[src/hdl/tsig_pkg.sv]
// package for the time-serial id generator
// fixed field widths, the base reset constant and controller command/status structs
package tsig_pkg;

   localparam int SEC_WIDTH  = 40;
   localparam int GUID_WIDTH = 63;

   localparam logic [SEC_WIDTH-1:0] BASE_RESET = 40'd1625097600;

   typedef struct packed {
      logic clear;
      logic capture;
      logic read;
      logic update;
      logic pack;
   } ctrl_cmd_type;

   typedef struct packed {
      logic clear_last;
      logic out_free;
   } ctrl_status_type;

endpackage

[src/hdl/tsig_ctrl.sv]
// controller state machine: clearing pass, capture, counter read, update, pack
// depends on tsig_pkg for the command and status structs
module tsig_ctrl (
   input  logic                       clock,
   input  logic                       reset,
   input  logic                       req_valid,
   output logic                       req_ready,
   input  tsig_pkg::ctrl_status_type  status,
   output tsig_pkg::ctrl_cmd_type     cmd
);

   typedef enum logic [2:0] {
      ST_CLEAR,
      ST_IDLE,
      ST_READ,
      ST_UPDATE,
      ST_PACK
   } state_type;

   state_type state_ff;
   state_type state_in;

   always_comb begin
      state_in    = state_ff;
      cmd         = '0;
      req_ready   = 1'b0;
      case (state_ff)
         ST_CLEAR: begin
            cmd.clear = 1'b1;
            if (status.clear_last) begin
               state_in = ST_IDLE;
            end
         end
         ST_IDLE: begin
            req_ready = 1'b1;
            if (req_valid) begin
               cmd.capture = 1'b1;
               state_in    = ST_READ;
            end
         end
         ST_READ: begin
            cmd.read = 1'b1;
            state_in = ST_UPDATE;
         end
         ST_UPDATE: begin
            cmd.update = 1'b1;
            state_in   = ST_PACK;
         end
         ST_PACK: begin
            if (status.out_free) begin
               cmd.pack = 1'b1;
               state_in = ST_IDLE;
            end
         end
         default: begin
            state_in = ST_IDLE;
         end
      endcase
   end

   always_ff @(posedge clock) begin
      if (reset) begin
         state_ff <= ST_CLEAR;
      end else begin
         state_ff <= state_in;
      end
   end

endmodule

[config.mk]
export PLATFORM = sky130hd
export DESIGN_NAME = tsig_ctrl
export DESIGN_NICKNAME = d
export VERILOG_FILES = /design/src/hdl/tsig_pkg.sv /design/src/hdl/tsig_ctrl.sv
export SDC_FILE = /design/constraint.sdc
export NUM_CORES = 1
export LEC_CHECK = 0
export BUFFER_PORTS_ARGS = -buffer_cell sky130_fd_sc_hd__buf_2
export CORE_AREA = 5 5 42 44
export CTS_CLUSTER_SIZE = 25
export DETAILED_ROUTE_END_ITERATION = 10
export DIE_AREA = 0 0 47 49
export GPL_TIMING_DRIVEN = 0
export HOLD_SLACK_MARGIN = 0.15
export PLACE_DENSITY = 0.32
export SLEW_MARGIN = 10
export SYNTH_ARGS = -nofsm -noshare
export SYNTH_HDL_FRONTEND = slang
export SYNTH_SLANG_ARGS = --single-unit
[constraint.sdc]
create_clock -name clock -period 1.02 [get_ports clock]
set_input_delay 0.255 -clock clock [delete_from_list [all_inputs] [get_ports clock]]
set_output_delay 0.255 -clock clock [all_outputs]
set_load 0.03 [all_outputs]
==> Word level (Yosys, flattened, before mapping) <==
Cells that the tools add are included.
{ "word_totals": {"regBits": 3, "latch_bits": 0, "ramBits": 0, "rom_bits": 0, "output_inout_bits": 6, "wordCells": 22, "mem_count": 0} }
{ "op_classes": {"add_sub_neg": 0, "multipliers": 0, "div_mod_pow": 0, "order_cmp": 0, "eq_ne": 7, "shift": 0, "n_mux": 12, "bitwise_logic": 0, "n_reduce_logical": 2} }
{ "op_table": {"columns": ["operator", "count"], "rows": [
  ["3-bit one-hot mux with 5 select lines", 1],
  ["3-bit 2-to-1 mux", 3],
  ["1-bit 2-to-1 mux", 8],
  ["3-bit by 2-bit equality test with 1-bit output, second input constant", 2],
  ["2-bit != test, second input constant", 3],
  ["3-bit by 1-bit equality test with 1-bit output, second input constant", 1],
  ["3-bit equality test, second input constant", 1],
  ["3-bit logical NOT", 1],
  ["3-bit AND reduction", 1]
]} }

==> Depth between registers and ports, before layout <==
{ "logic_depth": {"word_depth": 3, "mapped_depth": 2} }

==> Worst setup path before layout <==
No wires, ideal clock.
{ "synth_timing": {"path_kind": "register to register", "start": "register state_ff[1]", "end": "register state_ff[1]", "arrival_ns": 1.419, "required_time_ns": 0.959, "slack_ns": -0.460, "stages_incl_launch_ff": 3, "path_buffers": 0, "period_less_slack_ns": 1.480, "path_cell_list": "dfxtp_1 > nor3b_1 > o21ba_1"} }
{ "synth_between": {"elab_chain_len": 3, "elab_cells_between_ends": 10, "classes_between": "eq/ne (7); mux (1); reduce/logical (2)"} }
{ "synth_rtl": {"columns": ["item", "line", "rtl"], "rows": [
  ["start: declaration", "tsig_ctrl.sv:20", "state_type state_ff;"],
  ["start signal: assignment", "tsig_ctrl.sv:65", "state_ff <= state_in;"],
  ["3-bit equality test, or another cell as far along", "tsig_ctrl.sv:27", "case (state_ff)"],
  ["2-bit != test (no source line)", null, null],
  ["3-bit AND reduction (no source line)", null, null]
]} }
Several ways; a longest one is shown, not always the timed one.
A chain may end at the register's enable or synchronous reset.

==> Worst setup path in the final report <==
{ "layout_timing": {"start": "register state_ff[0]", "end": "output req_ready"} }
{ "layout_between": {"elab_chain_len": 2} }
{ "layout_rtl": {"columns": ["item", "line", "rtl"], "rows": [
  ["3-bit by 1-bit equality test with 1-bit output", "tsig_ctrl.sv:27", null],
  ["1-bit 2-to-1 mux", "tsig_ctrl.sv:27", null],
  ["end: declaration", "tsig_ctrl.sv:7", "output logic req_ready,"]
]} }
No other way between the ends.

==> summary.txt <==
Logic synthesis
  – Synth Instances: 17
  – Synth Warn #: 0
  – Most common cell in the netlist: dfxtp_1
  – Post-synth ARST share: 0
  – Avg Synthesized Cell Area: 10.6 um^2
  – Synth Flop Type: dfxtp_1
  – Post-synthesis net count: 22
  – Top cells by area, synth: dfxtp_1 (33%), a221oi_2 (8.3%), and4bb_2 (6.9%), and3b_2 (5.6%), mux2i_1 (5.6%)
  – Post-synth EDFFs: 0
  – Post-synthesis sequential area ratio: 0.333
  – FF+latch count, synth: 3
  – Share of the synthesized area in the top cell type: 0.333
  – Yosys top cell by area: dfxtp_1
  – Cell Area, Synth: 180 um^2
  – Synth cell types: 15

Setup path
  – Worst Setup Path Type: reg -> out
  – Setup crit end kind: output port
  – Reg-to-reg startpoint: state_ff[1]
  – Data arrival, critical path: 1060 ps
  – Crit path launch type: flip-flop
  – CP max FO: 7
  – Critical Path RT: 760 ps
  – Reg2reg end: state_ff[1]
  – FF-to-FF setup slack: 10 ps
  – Reg2reg path depth: 4
  – CP Launch Point: state_ff[0]

Detailed routing
  – WL final: 531 um
  – Initial DRC Count: 1
  – Drt pass-1 iters: 2
  – Final ANT Viol Nets: 0
  – DR vias/cell: 3.87
  – DR WL/cell: 10.2 um
  – Residual DRC: 0
  – DR vias: 201

STA
  – Period utilization: 1.29
  – Final setup skew: 0.542 ps
  – Fin worst setup slack: -293 ps
  – # setup viols final: 6
  – Setup TNS: -1460 ps
  – Tmin final: 1310 ps
  – RSZ-0062 raised after global routing: yes
  – Final Hold Fails: 0
  – Max Clock Freq: 0.762 GHz
  – Relative slew slack: 0.823
  – Least-Margin Pin Slew: 262 ps
  – Final Max Tran Viols: 0

Floorplan
  – Die area: 0.00230 mm^2
  – Core box area: 0.00140 mm^2
  – I/O pin cnt: 11
  – Chip Height: 49 um
  – FP Rows: 14
  – Starting Density: 0.129
  – Die Wd: 47 um

Worst hold path
  – Worst Hold Endpoint: state_ff[0]
  – Hold WC Path Type: in -> reg
  – Hold Crit Depth: 2
  – Worst hold start: reset

Place
  – Placed cell area: 280 um^2
  – I/O Buffers: 10
  – GP Congestion: 0.594

Clock network
  – Sink Count: 3
  – CTS clk-pin slew, worst paths: 40 ps
  – Cts bufs inserted: 3
  – Clock Root Buffer: clkbuf_4
  – Hold-fix buffers at CTS: 0
  – Clk_lat worst skew: 230 ps
  – Clk buf depth: 2
  – CTS tree: built
  – H-tree levels: 1

Flow run
  – Max Cap Viol: 0

Outcome
  – Status: finished, violations left
  – Failing checks: negative setup slack

Power
  – Leakage Power: 0.178 nW
  – Power per cell area: 1280 mW/mm^2
  – Worst IR Drop VDD: 0.000638 V

Finish
  – # nets final: 42
  – Max reg flops: 3
  – Fin area: 399 um^2
  – Biggest regs: state_ff (3)
  – Largest Register: state_ff
  – Synth-to-Final Area Change: 122%
  – Proportion of layout cells with a drive suffix above 1: 0.889
  – Diodes inserted: 0

GRT
  – Vias in the first global route: 234
  – Global-route wire length before repair: 910 um
  – GRT Total Usage: 0.0585
  – Total grt overflow: 0
  – Largest net degree at the start of global routing: 9
  – Initial antenna violation count: 0
==> placed cells by master (no fill, tap or decap), types with 3 or more instances in the layout <==
cell type,count
buf_2,4
buf_4,5
buf_6,6
clkbuf_4,3
dfxtp_4,3
==> per-stage QoR <==
step	utilization	hold WS [ps]	std cells	setup WS, ps	total power, mW
6_report	0.285	200	52	-293	0.509
5_1_grt	0.285	199	52	-341	0.545
4_1_cts	0.277	189	51	-308	0.523
3_5_place_dp	0.200	444	43	-148	0.255
3_3_place_gp	0.200	453	43	-152	0.256
2_1_floorplan	-	314	17	-31.1	0.222
==> critical path: stages (launching register included) <==
cell     delay (ps)
dfxtp_4         370
nor2b_4         130
and2b_2         190
buf_6           130
==> power breakdown <==
group	switching, mW	internal, mW	total [mW]	leakage (nW)
Clock	0.0593	0.146	0.206	0.0150
Combinational	0.0696	0.0896	0.159	0.137
Sequential	0.0200	0.124	0.144	0.0267
==> kinds of logic (layout without fill, tap and decap cells) <==
logic type,after synthesis,in the layout,share of synthesized area
AO/OA/AOI/OAI,3,3,0.194
multiplexers,1,1,0.0556
buffers and inverters,0,19,0
flip-flops,3,3,0.333
AND/OR/NAND/NOR,10,10,0.417
==> layout make-up <==
cell class                      instances  area, um^2
Sequential cell                         3        71.3
Fill cell                             167        1000
Clock buffer                            4        26.3
Timing Repair Buffer                   15         125
Multi-Input combinational cell         14         156
Tap cell                               16        20.0
==> how the worst max path moves through the flow <==
stage	slack (ps)	cells past startpoint	endpoint
6_report	-290	3	req_ready
5_1_grt	-340	3	req_ready
4_1_cts	-310	2	cmd[3]
3_5_place_dp	-150	3	req_ready
3_3_place_gp	-150	3	req_ready
2_1_floorplan	-30	1	cmd[4]
==> routing by layer <==
layer  wire, um  up-vias  GRT usage
met4          0        0     0.0691
met2        326        4     0.0950
met3         40        0     0.0185
met1        165       93     0.0462
met5          0        -          0
li1           -      104          -
==> timing repair <==
item / in CTS / in global routing
resized for setup: 16 / 1
setup buffers: 4 / 1
endpoints found under the setup margin: 6 / 8
pin swaps: 4 / 4
Power figures use the tool's default switching activity.
